`src/rtl/pctb_pkg.sv`:
```
// ----------------------------------------------------------------------------
// pctb_pkg
// Shared types, register map and helpers for the prescaled compare timer bank.
// ----------------------------------------------------------------------------
package pctb_pkg;

    // Bank size limits
    localparam int MAX_TIMERS = 8;
    localparam int SLOT_COUNT = 8;

    // Stream widths: tdata = {elapsed, write_value, reg_offset}, padded to bytes
    localparam int OFFSET_W    = 6;
    localparam int VALUE_W     = 32;
    localparam int ELAPSED_W   = 16;
    localparam int S_TDATA_W   = 56;
    localparam int S_TUSER_W   = 2;
    localparam int M_TDATA_W   = 32;
    localparam int M_TUSER_W   = 1;

    // Tick scaling and divider
    localparam int          SCALED_W   = 22;
    localparam int          DIVIDEND_W = 33;
    localparam int          DIV_STEPS  = 33;
    localparam int          STEP_W     = 6;
    localparam logic [5:0]  TICK_SCALE = 6'd50;

    // Register map offsets
    localparam logic [OFFSET_W-1:0] OFF_IE      = 6'd0;
    localparam logic [OFFSET_W-1:0] OFF_IF      = 6'd1;
    localparam logic [OFFSET_W-1:0] OFF_REPEAT  = 6'd2;
    localparam logic [OFFSET_W-1:0] OFF_COUNT   = 6'd10;
    localparam logic [OFFSET_W-1:0] OFF_DIVIDER = 6'd18;
    localparam logic [OFFSET_W-1:0] OFF_ENABLED = 6'd26;
    localparam logic [OFFSET_W-1:0] OFF_COMPARE = 6'd34;
    localparam logic [OFFSET_W-1:0] OFF_END     = 6'd42;

    // Command codes carried in tuser
    typedef enum logic [1:0] {
        CMD_TICK  = 2'd0,
        CMD_READ  = 2'd1,
        CMD_WRITE = 2'd2
    } cmd_t;

    // Register regions
    typedef enum logic [2:0] {
        RG_IE,
        RG_IF,
        RG_REPEAT,
        RG_COUNT,
        RG_DIVIDER,
        RG_ENABLED,
        RG_COMPARE,
        RG_NONE
    } region_t;

    typedef struct packed {
        region_t    region;
        logic [2:0] slot;
    } reg_sel_t;

    // Sequencer states
    typedef enum logic [2:0] {
        ST_IDLE,
        ST_EXEC,
        ST_T_CHECK,
        ST_T_DIV,
        ST_T_UPDATE,
        ST_FINISH
    } state_t;

    // Split a bus offset into region and per-timer slot
    function automatic reg_sel_t decode_offset(input logic [OFFSET_W-1:0] off);
        reg_sel_t            sel;
        logic [OFFSET_W-1:0] rel;
        sel.region = RG_NONE;
        sel.slot   = 3'd0;
        rel        = '0;
        if (off == OFF_IE) begin
            sel.region = RG_IE;
        end else if (off == OFF_IF) begin
            sel.region = RG_IF;
        end else if (off < OFF_COUNT) begin
            sel.region = RG_REPEAT;
            rel        = off - OFF_REPEAT;
        end else if (off < OFF_DIVIDER) begin
            sel.region = RG_COUNT;
            rel        = off - OFF_COUNT;
        end else if (off < OFF_ENABLED) begin
            sel.region = RG_DIVIDER;
            rel        = off - OFF_DIVIDER;
        end else if (off < OFF_COMPARE) begin
            sel.region = RG_ENABLED;
            rel        = off - OFF_ENABLED;
        end else if (off < OFF_END) begin
            sel.region = RG_COMPARE;
            rel        = off - OFF_COMPARE;
        end
        sel.slot = rel[2:0];
        return sel;
    endfunction

endpackage

```
`src/rtl/prescaled_compare_timer_bank_core.sv`:
```
// ----------------------------------------------------------------------------
// prescaled_compare_timer_bank_core
// Bank of prescaled compare timers behind a small register map, driven by a
// stream of tick, read and write commands; one result word per command.
// ----------------------------------------------------------------------------
// One command word goes in, one result word comes out. A read or write passes
// from acceptance through the execute and finish states into the output
// register. A tick visits the timers one at a time; each timer that is enabled
// with a nonzero divider runs a 33-step restoring divider (one quotient bit
// per cycle) that is shared by the whole bank, followed by an update step. The
// input is not ready while a command is in work; the result sits in an output
// register, so the next command may be taken before the result is consumed.
module prescaled_compare_timer_bank_core #(
    parameter int NUM_TIMERS = pctb_pkg::MAX_TIMERS
) (
    input  logic                               clk,
    input  logic                               rst_n,
    input  logic                               s_axis_tvalid,
    output logic                               s_axis_tready,
    // [5:0] reg_offset, [37:6] write_value, [53:38] elapsed, [55:54] zero
    input  logic [pctb_pkg::S_TDATA_W-1:0]     s_axis_tdata,
    // [1:0] command
    input  logic [pctb_pkg::S_TUSER_W-1:0]     s_axis_tuser,
    output logic                               m_axis_tvalid,
    input  logic                               m_axis_tready,
    // [31:0] read_data
    output logic [pctb_pkg::M_TDATA_W-1:0]     m_axis_tdata,
    // [0] irq
    output logic [pctb_pkg::M_TUSER_W-1:0]     m_axis_tuser
);
    import pctb_pkg::*;

    localparam int IDX_W = (NUM_TIMERS > 1) ? $clog2(NUM_TIMERS) : 1;

    // Sequencer
    state_t                 state_reg;
    state_t                 state_next;
    logic [IDX_W-1:0]       tmr_reg;
    logic [STEP_W-1:0]      step_reg;

    // Latched command word
    cmd_t                   cmd_reg;
    logic [OFFSET_W-1:0]    off_reg;
    logic [VALUE_W-1:0]     wval_reg;
    logic [SCALED_W-1:0]    scaled_reg;
    logic [VALUE_W-1:0]     rd_reg;

    // Shared divider
    logic [DIVIDEND_W-1:0]  quo_reg;
    logic [VALUE_W-1:0]     rem_reg;

    // Timer bank state
    logic [7:0]             ie_reg;
    logic [7:0]             if_reg;
    logic [NUM_TIMERS-1:0]  rep_reg;
    logic [NUM_TIMERS-1:0]  en_reg;
    logic [VALUE_W-1:0]     count_reg [NUM_TIMERS];
    logic [VALUE_W-1:0]     div_reg   [NUM_TIMERS];
    logic [VALUE_W-1:0]     cmp_reg   [NUM_TIMERS];
    logic [VALUE_W-1:0]     res_reg   [NUM_TIMERS];

    // Output register
    logic                   m_valid_reg;
    logic [VALUE_W-1:0]     m_data_reg;
    logic                   m_irq_reg;

    // Combinational helpers
    logic                   in_accept;
    logic                   out_free;
    reg_sel_t               sel;
    logic                   slot_ok;
    logic [IDX_W-1:0]       acc_idx;
    logic [VALUE_W-1:0]     div_cur;
    logic [VALUE_W-1:0]     bus_rdata;
    logic                   active;
    logic                   last_tmr;
    logic [DIVIDEND_W-1:0]  trial;
    logic [DIVIDEND_W-1:0]  diff;
    logic                   trial_ge;
    logic [VALUE_W-1:0]     cnt_sum;
    logic                   fire;
    logic [7:0]             flag_bit;

    assign in_accept = s_axis_tvalid && s_axis_tready;
    assign out_free  = !m_valid_reg || m_axis_tready;

    // Address decode and the single bank access index
    assign sel      = decode_offset(off_reg);
    assign slot_ok  = ({1'b0, sel.slot} < 4'(NUM_TIMERS));
    assign acc_idx  = (state_reg == ST_EXEC) ? sel.slot[IDX_W-1:0] : tmr_reg;
    assign div_cur  = div_reg[acc_idx];
    assign active   = en_reg[acc_idx] && (div_cur != '0);
    assign last_tmr = (tmr_reg == IDX_W'(NUM_TIMERS - 1));
    assign flag_bit = 8'(1) << tmr_reg;

    // Register read mux
    always_comb
    begin
        bus_rdata = '0;
        case (sel.region)
            RG_IE:      bus_rdata = {24'd0, ie_reg};
            RG_IF:      bus_rdata = {24'd0, if_reg};
            RG_REPEAT:  bus_rdata = slot_ok ? {31'd0, rep_reg[acc_idx]} : '0;
            RG_COUNT:   bus_rdata = slot_ok ? count_reg[acc_idx] : '0;
            RG_DIVIDER: bus_rdata = slot_ok ? div_cur : '0;
            RG_ENABLED: bus_rdata = slot_ok ? {31'd0, en_reg[acc_idx]} : '0;
            RG_COMPARE: bus_rdata = slot_ok ? cmp_reg[acc_idx] : '0;
            default:    bus_rdata = '0;
        endcase
    end

    // Divider step: shift in the next dividend bit, subtract when it fits
    assign trial    = {rem_reg, quo_reg[DIVIDEND_W-1]};
    assign diff     = trial - {1'b0, div_cur};
    assign trial_ge = (trial >= {1'b0, div_cur});

    // Count update after the divide
    assign cnt_sum = count_reg[acc_idx] + quo_reg[VALUE_W-1:0];
    assign fire    = (cnt_sum >= cmp_reg[acc_idx]);

    // State register
    always_ff @(posedge clk or negedge rst_n)
    begin
        if (!rst_n)
        begin
            state_reg <= ST_IDLE;
        end
        else
        begin
            state_reg <= state_next;
        end
    end

    // Next state and handshake
    always_comb
    begin
        state_next    = state_reg;
        s_axis_tready = 1'b0;
        case (state_reg)
            ST_IDLE:
            begin
                s_axis_tready = 1'b1;
                if (s_axis_tvalid)
                begin
                    state_next = ST_EXEC;
                end
            end
            ST_EXEC:
            begin
                state_next = (cmd_reg == CMD_TICK) ? ST_T_CHECK : ST_FINISH;
            end
            ST_T_CHECK:
            begin
                if (active)
                begin
                    state_next = ST_T_DIV;
                end
                else if (last_tmr)
                begin
                    state_next = ST_FINISH;
                end
            end
            ST_T_DIV:
            begin
                if (step_reg == STEP_W'(DIV_STEPS - 1))
                begin
                    state_next = ST_T_UPDATE;
                end
            end
            ST_T_UPDATE:
            begin
                state_next = last_tmr ? ST_FINISH : ST_T_CHECK;
            end
            ST_FINISH:
            begin
                if (out_free)
                begin
                    state_next = ST_IDLE;
                end
            end
            default:
            begin
                state_next = ST_IDLE;
            end
        endcase
    end

    // Command latch, sequencing counters and divider datapath
    always_ff @(posedge clk or negedge rst_n)
    begin
        if (!rst_n)
        begin
            tmr_reg  <= '0;
            step_reg <= '0;
            cmd_reg  <= CMD_TICK;
        end
        else
        begin
            case (state_reg)
                ST_IDLE:
                begin
                    tmr_reg  <= '0;
                    step_reg <= '0;
                    if (in_accept)
                    begin
                        cmd_reg <= cmd_t'(s_axis_tuser);
                    end
                end
                ST_T_CHECK:
                begin
                    step_reg <= '0;
                    if (!active && !last_tmr)
                    begin
                        tmr_reg <= tmr_reg + 1'b1;
                    end
                end
                ST_T_DIV:
                begin
                    step_reg <= step_reg + 1'b1;
                end
                ST_T_UPDATE:
                begin
                    if (!last_tmr)
                    begin
                        tmr_reg <= tmr_reg + 1'b1;
                    end
                end
                default:
                begin
                    step_reg <= '0;
                end
            endcase
        end
    end

    // Payload registers of the command and the divider
    always_ff @(posedge clk)
    begin
        if (in_accept)
        begin
            off_reg    <= s_axis_tdata[OFFSET_W-1:0];
            wval_reg   <= s_axis_tdata[OFFSET_W +: VALUE_W];
            scaled_reg <= SCALED_W'(s_axis_tdata[OFFSET_W+VALUE_W +: ELAPSED_W])
                          * SCALED_W'(TICK_SCALE);
        end
        if (state_reg == ST_EXEC)
        begin
            rd_reg <= (cmd_reg == CMD_READ) ? bus_rdata : '0;
        end
        if (state_reg == ST_T_CHECK)
        begin
            quo_reg <= {1'b0, res_reg[acc_idx]} + DIVIDEND_W'(scaled_reg);
            rem_reg <= '0;
        end
        else if (state_reg == ST_T_DIV)
        begin
            quo_reg <= {quo_reg[DIVIDEND_W-2:0], trial_ge};
            rem_reg <= trial_ge ? diff[VALUE_W-1:0] : trial[VALUE_W-1:0];
        end
    end

    // Timer bank: bus writes and tick updates
    always_ff @(posedge clk or negedge rst_n)
    begin
        if (!rst_n)
        begin
            ie_reg  <= '0;
            if_reg  <= '0;
            rep_reg <= '0;
            en_reg  <= '0;
            for (int i = 0; i < NUM_TIMERS; i++)
            begin
                count_reg[i] <= '0;
                div_reg[i]   <= '0;
                cmp_reg[i]   <= '0;
                res_reg[i]   <= '0;
            end
        end
        else if (state_reg == ST_EXEC && cmd_reg == CMD_WRITE)
        begin
            case (sel.region)
                RG_IE:      ie_reg <= wval_reg[7:0];
                RG_IF:      if_reg <= wval_reg[7:0];
                RG_REPEAT:
                begin
                    if (slot_ok) rep_reg[acc_idx] <= (wval_reg != '0);
                end
                RG_COUNT:
                begin
                    if (slot_ok) count_reg[acc_idx] <= wval_reg;
                end
                RG_DIVIDER:
                begin
                    if (slot_ok) div_reg[acc_idx] <= wval_reg;
                end
                RG_ENABLED:
                begin
                    if (slot_ok) en_reg[acc_idx] <= (wval_reg != '0);
                end
                RG_COMPARE:
                begin
                    if (slot_ok) cmp_reg[acc_idx] <= wval_reg;
                end
                default:
                begin
                end
            endcase
        end
        else if (state_reg == ST_T_UPDATE)
        begin
            res_reg[acc_idx] <= rem_reg;
            if (fire)
            begin
                count_reg[acc_idx] <= '0;
                if_reg             <= if_reg | flag_bit;
                if (!rep_reg[acc_idx])
                begin
                    en_reg[acc_idx] <= 1'b0;
                end
            end
            else
            begin
                count_reg[acc_idx] <= cnt_sum;
            end
        end
    end

    // Output register
    always_ff @(posedge clk or negedge rst_n)
    begin
        if (!rst_n)
        begin
            m_valid_reg <= 1'b0;
        end
        else if (state_reg == ST_FINISH && out_free)
        begin
            m_valid_reg <= 1'b1;
        end
        else if (m_axis_tready)
        begin
            m_valid_reg <= 1'b0;
        end
    end

    always_ff @(posedge clk)
    begin
        if (state_reg == ST_FINISH && out_free)
        begin
            m_data_reg <= rd_reg;
            m_irq_reg  <= ((ie_reg & if_reg) != '0);
        end
    end

    assign m_axis_tvalid = m_valid_reg;
    assign m_axis_tdata  = m_data_reg;
    assign m_axis_tuser  = m_irq_reg;

`ifndef SYNTHESIS
    // Divider remainder always stays below the divisor
    a_rem_below_div: assert property (@(posedge clk) disable iff (!rst_n)
        (state_reg == ST_T_DIV) |-> (rem_reg < div_cur))
        else $error("divider remainder not below divisor");

    // Divide runs only with a nonzero divisor
    a_div_nonzero: assert property (@(posedge clk) disable iff (!rst_n)
        (state_reg == ST_T_DIV) |-> (div_cur != '0))
        else $error("divide started with zero divisor");

    // A compare match raises that timer's flag
    a_fire_sets_flag: assert property (@(posedge clk) disable iff (!rst_n)
        (state_reg == ST_T_UPDATE && fire) |=> ((if_reg & $past(flag_bit)) != '0))
        else $error("compare match did not set flag");

    // Every accepted word is decoded in the next cycle
    a_accept_exec: assert property (@(posedge clk) disable iff (!rst_n)
        in_accept |=> (state_reg == ST_EXEC))
        else $error("accepted word not executed");
`endif

endmodule

```
`config.mk`:
```
export PLATFORM = sky130hd
export DESIGN_NAME = prescaled_compare_timer_bank_core
export DESIGN_NICKNAME = d
export VERILOG_FILES = /design/src/rtl/pctb_pkg.sv /design/src/rtl/prescaled_compare_timer_bank_core.sv
export SDC_FILE = /design/constraint.sdc
export NUM_CORES = 2
export LEC_CHECK = 0
export BUFFER_PORTS_ARGS = -buffer_cell sky130_fd_sc_hd__buf_2
export CAP_MARGIN = 25
export CORE_MARGIN = 2
export CORE_UTILIZATION = 36
export CTS_CLUSTER_SIZE = 12
export DETAILED_ROUTE_END_ITERATION = 8
export GPL_TIMING_DRIVEN = 0
export PLACE_DENSITY = 0.55
export SLEW_MARGIN = 40
export SYNTH_ARGS = -nofsm -noshare
export SYNTH_HDL_FRONTEND = slang
export SYNTH_SLANG_ARGS = --single-unit
```
`constraint.sdc`:
```
create_clock -name clk -period 8.2 [get_ports clk]
set_input_delay 0.41 -clock clk [delete_from_list [all_inputs] [get_ports clk]]
set_output_delay 0.41 -clock clk [all_outputs]
set_load 0.05 [all_outputs]
```
==> impl_summary.md <==
Cells and area
Summing all multi-input logic gate instances after layout gives 28,900 um^2. The final standard cell utilization of the core is 43.1%. The count of fill cells added during filler insertion is 16,200. The total non-filler cell area in the finished layout is 73,900 um^2. The layout overhead on the synthesized area is 19.2%.

In the final layout, the share of cells above drive strength 1 is 25.9%. The net count of the finished layout is 6,153. The sequential standard cell area is 32,200 um^2.

CTS
Clock tree synthesis inserted a total of 145 buffers. The deepest level of the CTS H-tree is 4. The worst-skew pair later-pin latency is 0.84 ns.

The number of clock sinks seen by CTS is 1,260. The maximum root-to-sink buffer count is 3. TritonCTS built the clock tree.

The CTS clock-pin slew for the worst setup and hold paths is 0.06 ns. The clock tree root buffer cell is sky130_fd_sc_hd__clkbuf_16.

STA
The final count of negative-setup-slack endpoints is 0. The achievable clock frequency is 123 MHz. The clock arrives with 0.0390 ns of skew. The final number of hold-violating endpoints came to 0.

Setup repair after global routing could not meet its margin everywhere. The minimum hold slack is 0.0675 ns. After layout, the worst path uses 99.5% of the clock period. At the pin with the least slew margin, the transition time is 0.984 ns. The worst-case headroom to the max-slew limit is 34.4%. The total count of max-transition violations in the final report is 0. The setup total negative slack is 0 ns. For the finished layout, the period the worst path requires is 8.16 ns.

Route
The highest layer touched by signal routing is met5. For this run, the detailed router's first-pass iteration total came to 8. The wire length on met1 is 111,000 um. Using the TritonRoute via totals, the vias-per-cell ratio works out to 6.05. After detailed routing, the total wire length is 270,000 um. After detailed routing, the number of remaining DRC violations is 0. The wire length on met3 is 24,700 um.

Detailed routing placed a total of 116,000 um of wire on met2. The detailed router finished its first iteration with 6,335 violations. The mean routed wirelength per cell is 32.3 um. Summing over every cut layer, the via total after detailed routing is 50,500.

The number of routed nets with antenna violations is 0.

Floorplanning
The chip width is 419 um. Pin placement for this block handled 97 I/O pins. The floorplan has 152 rows. From bottom edge to top edge, the die measures 419 um. The initial utilization of the core area, before any placement, comes to 36.2%. The die covers 175,000 um^2. The core area is 171,000 um^2.

Worst setup path
The worst setup path is launched from a flip-flop. The reg-to-reg startpoint is off_reg[0]$_DFFE_PP_. The worst stage delay on the critical path is 0.45 ns. The data arrival time at the worst-slack endpoint is 8.91 ns. The slack of the worst reg-to-reg path is 0.04 ns. The classification of the worst setup path is flip-flop to flip-flop.

The capturing element type of the critical path is a flip-flop. The critical register-to-register path endpoint is count_reg[178]$_DFFE_PN0P_. Counting stages on the worst path, the most repeated cell is sky130_fd_sc_hd__buf_12.

Of all nets on the critical path, the largest fanout is 10. The cell count of the worst reg-to-reg path is 34. The required time of the critical path is 8.94 ns. Among all stages on the critical path, the largest delay is contributed by sky130_fd_sc_hd__edfxtp_1.

Job
The number of max-cap violations is 0.

Power
The power per cell area is 495 nW/um^2. The switching share of total power is 49.6%. The internal power contribution is 18.5 mW.

Registers are responsible for 22.6% of the overall power. Per report_power, the clock group accounts for 18.2% of the total. The sum of internal, switching and leakage power is 36.6 mW.

Summed over all nets, the switching power comes to 18.1 mW. Of the total power, combinational logic draws 59.2%. The cell leakage power is 33.0 nW.

Across the VDD grid, the largest voltage drop is 0.572 mV.

Placed design
The sum of net half-perimeters after detailed placement is 194,000 um. Input and output buffers added on the ports amount to 94. The area of placed instances is 66,800 um^2. The congestion estimate from routability-driven global placement came to 1.03.

Synthesis
Yosys attributes the largest share of cell area to sky130_fd_sc_hd__dfrtp_1, sky130_fd_sc_hd__mux2_2, sky130_fd_sc_hd__edfxtp_1. Counting flops with a built-in enable in the synthesized netlist gives 157. The instance count of the mapped netlist is 5,521. The count of synthesis-stage warnings from yosys is 0. Of the post-synthesis cell area, the dominant cell type holds 43.3%.

The largest family of logic cells by synthesized area is multiplexers. Counting flops and latches in the post-synthesis netlist gives 1,260. The cell type with the highest aggregate area in the netlist is sky130_fd_sc_hd__dfrtp_1. The net count after synthesis is 5,774. The multiplexer fraction of the synthesized cell area is 16.1%.

After synthesis the cells add up to 62,000 um^2. The simple-gate area share of the yosys netlist is 8.88%. The average cell area after synthesis is 11.2 um^2.

After Yosys synthesis, XOR and XNOR cells account for 1.37% of the synthesized area. Among all flip-flop cells after synthesis, the most frequent one is sky130_fd_sc_hd__dfrtp_1. After synthesis, flip-flops and latches occupy 51.9% of the total area. The netlist uses 108 different library cells. The synthesized netlist devotes 4.03% of its cell area to adder and majority cells.

After synthesis, the share of flip-flops with an asynchronous set or reset is 85.0%. The share of the synthesized area in compound gates (AO/OA/AOI/OAI) is 14.3%.

GRT
Entering global routing, the biggest net connects 105 pins. The total track usage is 30.3%. The initial antenna violation count is 25.

The total overflow left after global routing is 0. The first global-routing pass estimated 375,000 um of wire. The number of global-route vias before repair came to 48,500.

Hold path
In this run the most critical hold path is launched from s_axis_tdata[42]. The worst hold path was traced through 3 stages. The path class of the tightest hold or removal check is input port to flip-flop. The destination of the worst hold path is scaled_reg[5]$_DFFE_PP_.

Run status
The flow ran to the end, and the final reports show no timing, DRC or antenna violations.
layer usage:
layer,global-route usage [%],up-vias
met3,7.15,634
li1,-,21000
met5,0.611,-
met4,16.8,22
met1,40.5,26300
met2,45.0,2612
cells in the mapped netlist (all sizes together), types with 10 or more instances:
| library cell | number |
|---|---|
| a22o | 10 |
| xor2 | 41 |
| o21ai | 370 |
| a211oi | 34 |
| o41ai | 27 |
| a21oi | 244 |
| o22ai | 113 |
| or2 | 10 |
| o22a | 19 |
| a22oi | 51 |
| o21a | 32 |
| a21boi | 23 |
| a32oi | 20 |
| and3 | 46 |
| mux2 | 779 |
| mux2i | 102 |
| nand2b | 14 |
| clkbuf | 286 |
| a221oi | 61 |
| or3 | 21 |
| ha | 177 |
| o221ai | 41 |
| dfrtp | 1071 |
| buf | 110 |
| dfxtp | 32 |
| inv | 102 |
| a221o | 43 |
| and2 | 14 |
| nand2 | 698 |
| nand3 | 70 |
| a31oi | 32 |
| xnor2 | 56 |
| nand4 | 21 |
| a21o | 67 |
| fa | 14 |
| a32o | 23 |
| nor2 | 251 |
| o31ai | 10 |
| edfxtp | 157 |
| nor2b | 21 |
| nor4 | 21 |
| nor3 | 64 |
| a222oi | 12 |
layout by cell type, fill, tap and decap left out, types with 36 or more instances in the layout:
master,count
sky130_fd_sc_hd__a221oi_1,53
sky130_fd_sc_hd__and3_1,45
sky130_fd_sc_hd__o22ai_1,110
sky130_fd_sc_hd__mux2i_1,96
sky130_fd_sc_hd__xnor2_1,50
sky130_fd_sc_hd__nor2_1,233
sky130_fd_sc_hd__a221o_1,43
sky130_fd_sc_hd__inv_1,101
sky130_fd_sc_hd__a22oi_1,50
sky130_fd_sc_hd__clkbuf_16,149
sky130_fd_sc_hd__buf_4,68
sky130_fd_sc_hd__clkbuf_1,238
sky130_fd_sc_hd__clkbuf_2,55
sky130_fd_sc_hd__o21ai_0,353
sky130_fd_sc_hd__ha_1,173
sky130_fd_sc_hd__dfrtp_1,1070
sky130_fd_sc_hd__edfxtp_1,157
sky130_fd_sc_hd__buf_6,36
sky130_fd_sc_hd__xor2_1,37
sky130_fd_sc_hd__mux2_2,777
sky130_fd_sc_hd__nor3_1,44
sky130_fd_sc_hd__a21o_1,67
sky130_fd_sc_hd__buf_2,119
sky130_fd_sc_hd__nand3_1,67
sky130_fd_sc_hd__o221ai_1,41
sky130_fd_sc_hd__dlygate4sd3_1,45
sky130_fd_sc_hd__a21oi_1,223
sky130_fd_sc_hd__nand2_1,689
worst max-delay path by stage:
| stage | end | slack (ns) | start |
|---|---|---|---|
| floorplan | en_reg[2]$_DFFE_PN0P_ | 0.27 | state_reg[1]$_DFFE_PN0P_ |
| global placement | res_reg[147]$_DFFE_PN0P_ | -17.32 | rst_n |
| detailed placement | en_reg[6]$_DFFE_PN0P_ | -3.81 | off_reg[3]$_DFFE_PP_ |
| CTS | count_reg[77]$_DFFE_PN0P_ | 0.008 | off_reg[3]$_DFFE_PP_ |
| global route | count_reg[77]$_DFFE_PN0P_ | -0.08 | off_reg[3]$_DFFE_PP_ |
| finish | count_reg[178]$_DFFE_PN0P_ | 0.04 | off_reg[0]$_DFFE_PP_ |
area by class of cell:
cell class / count / area share [%]
flip-flops and latches: 1260 / 43.5
diodes: 9 / 0.0305
plain buffers: 391 / 3.16
repair buffers: 237 / 3.13
multi-input cells: 3762 / 39.1
clock inverters: 57 / 0.993
clock buffers: 211 / 5.59
well taps: 2310 / 3.91
inverters: 103 / 0.527
worst max-delay path, delay by kind of cell, from the launching register on:
family                     cells  cell delay [ns]
AOI/OAI and AO/OA             15             3.10
and+or+nand+nor                8             1.99
DFF                            1             0.45
adders and majority gates      2             0.59
buffers and inverters          9             1.86
stage by stage:
stage	instances	setup WS [ns]
after floorplan	5521	0.274
after global placement	7925	-17.32
after detailed placement	7971	-3.81
after CTS	8310	0.00819
after global routing	8331	-0.0842
final	8340	0.0391
power by group through the flow:
stage          sequential (mW)  combinational (mW)  clock, mW
3_3_place_gp              8.34                18.1          0
3_5_place_dp              8.34                18.8          0
4_1_cts                   8.24                20.4       6.71
2_1_floorplan             8.08                10.5          0
5_1_grt                   8.36                22.3       6.96
6_report                  8.28                21.6       6.65
repair_timing:
action                                  4_1_cts  5_1_grt
buffers inserted                             29       21
endpoints found under the setup margin      289      276
endpoints found under the hold margin       142        0
gates resized for setup                     215       66
hold buffers                                 45        0
cloned                                        1        0
pin swaps                                    19       24
logic make-up after synthesis:
group,Yosys count
adder cells (fa/ha/maj),191
buffers and inverters,499
XOR/XNOR,97
flip-flops,1260
AND/OR/NAND/NOR,1269
multiplexers,889
AO/OA/AOI/OAI,1316
Note: power is estimated with default switching activity, not from simulation.
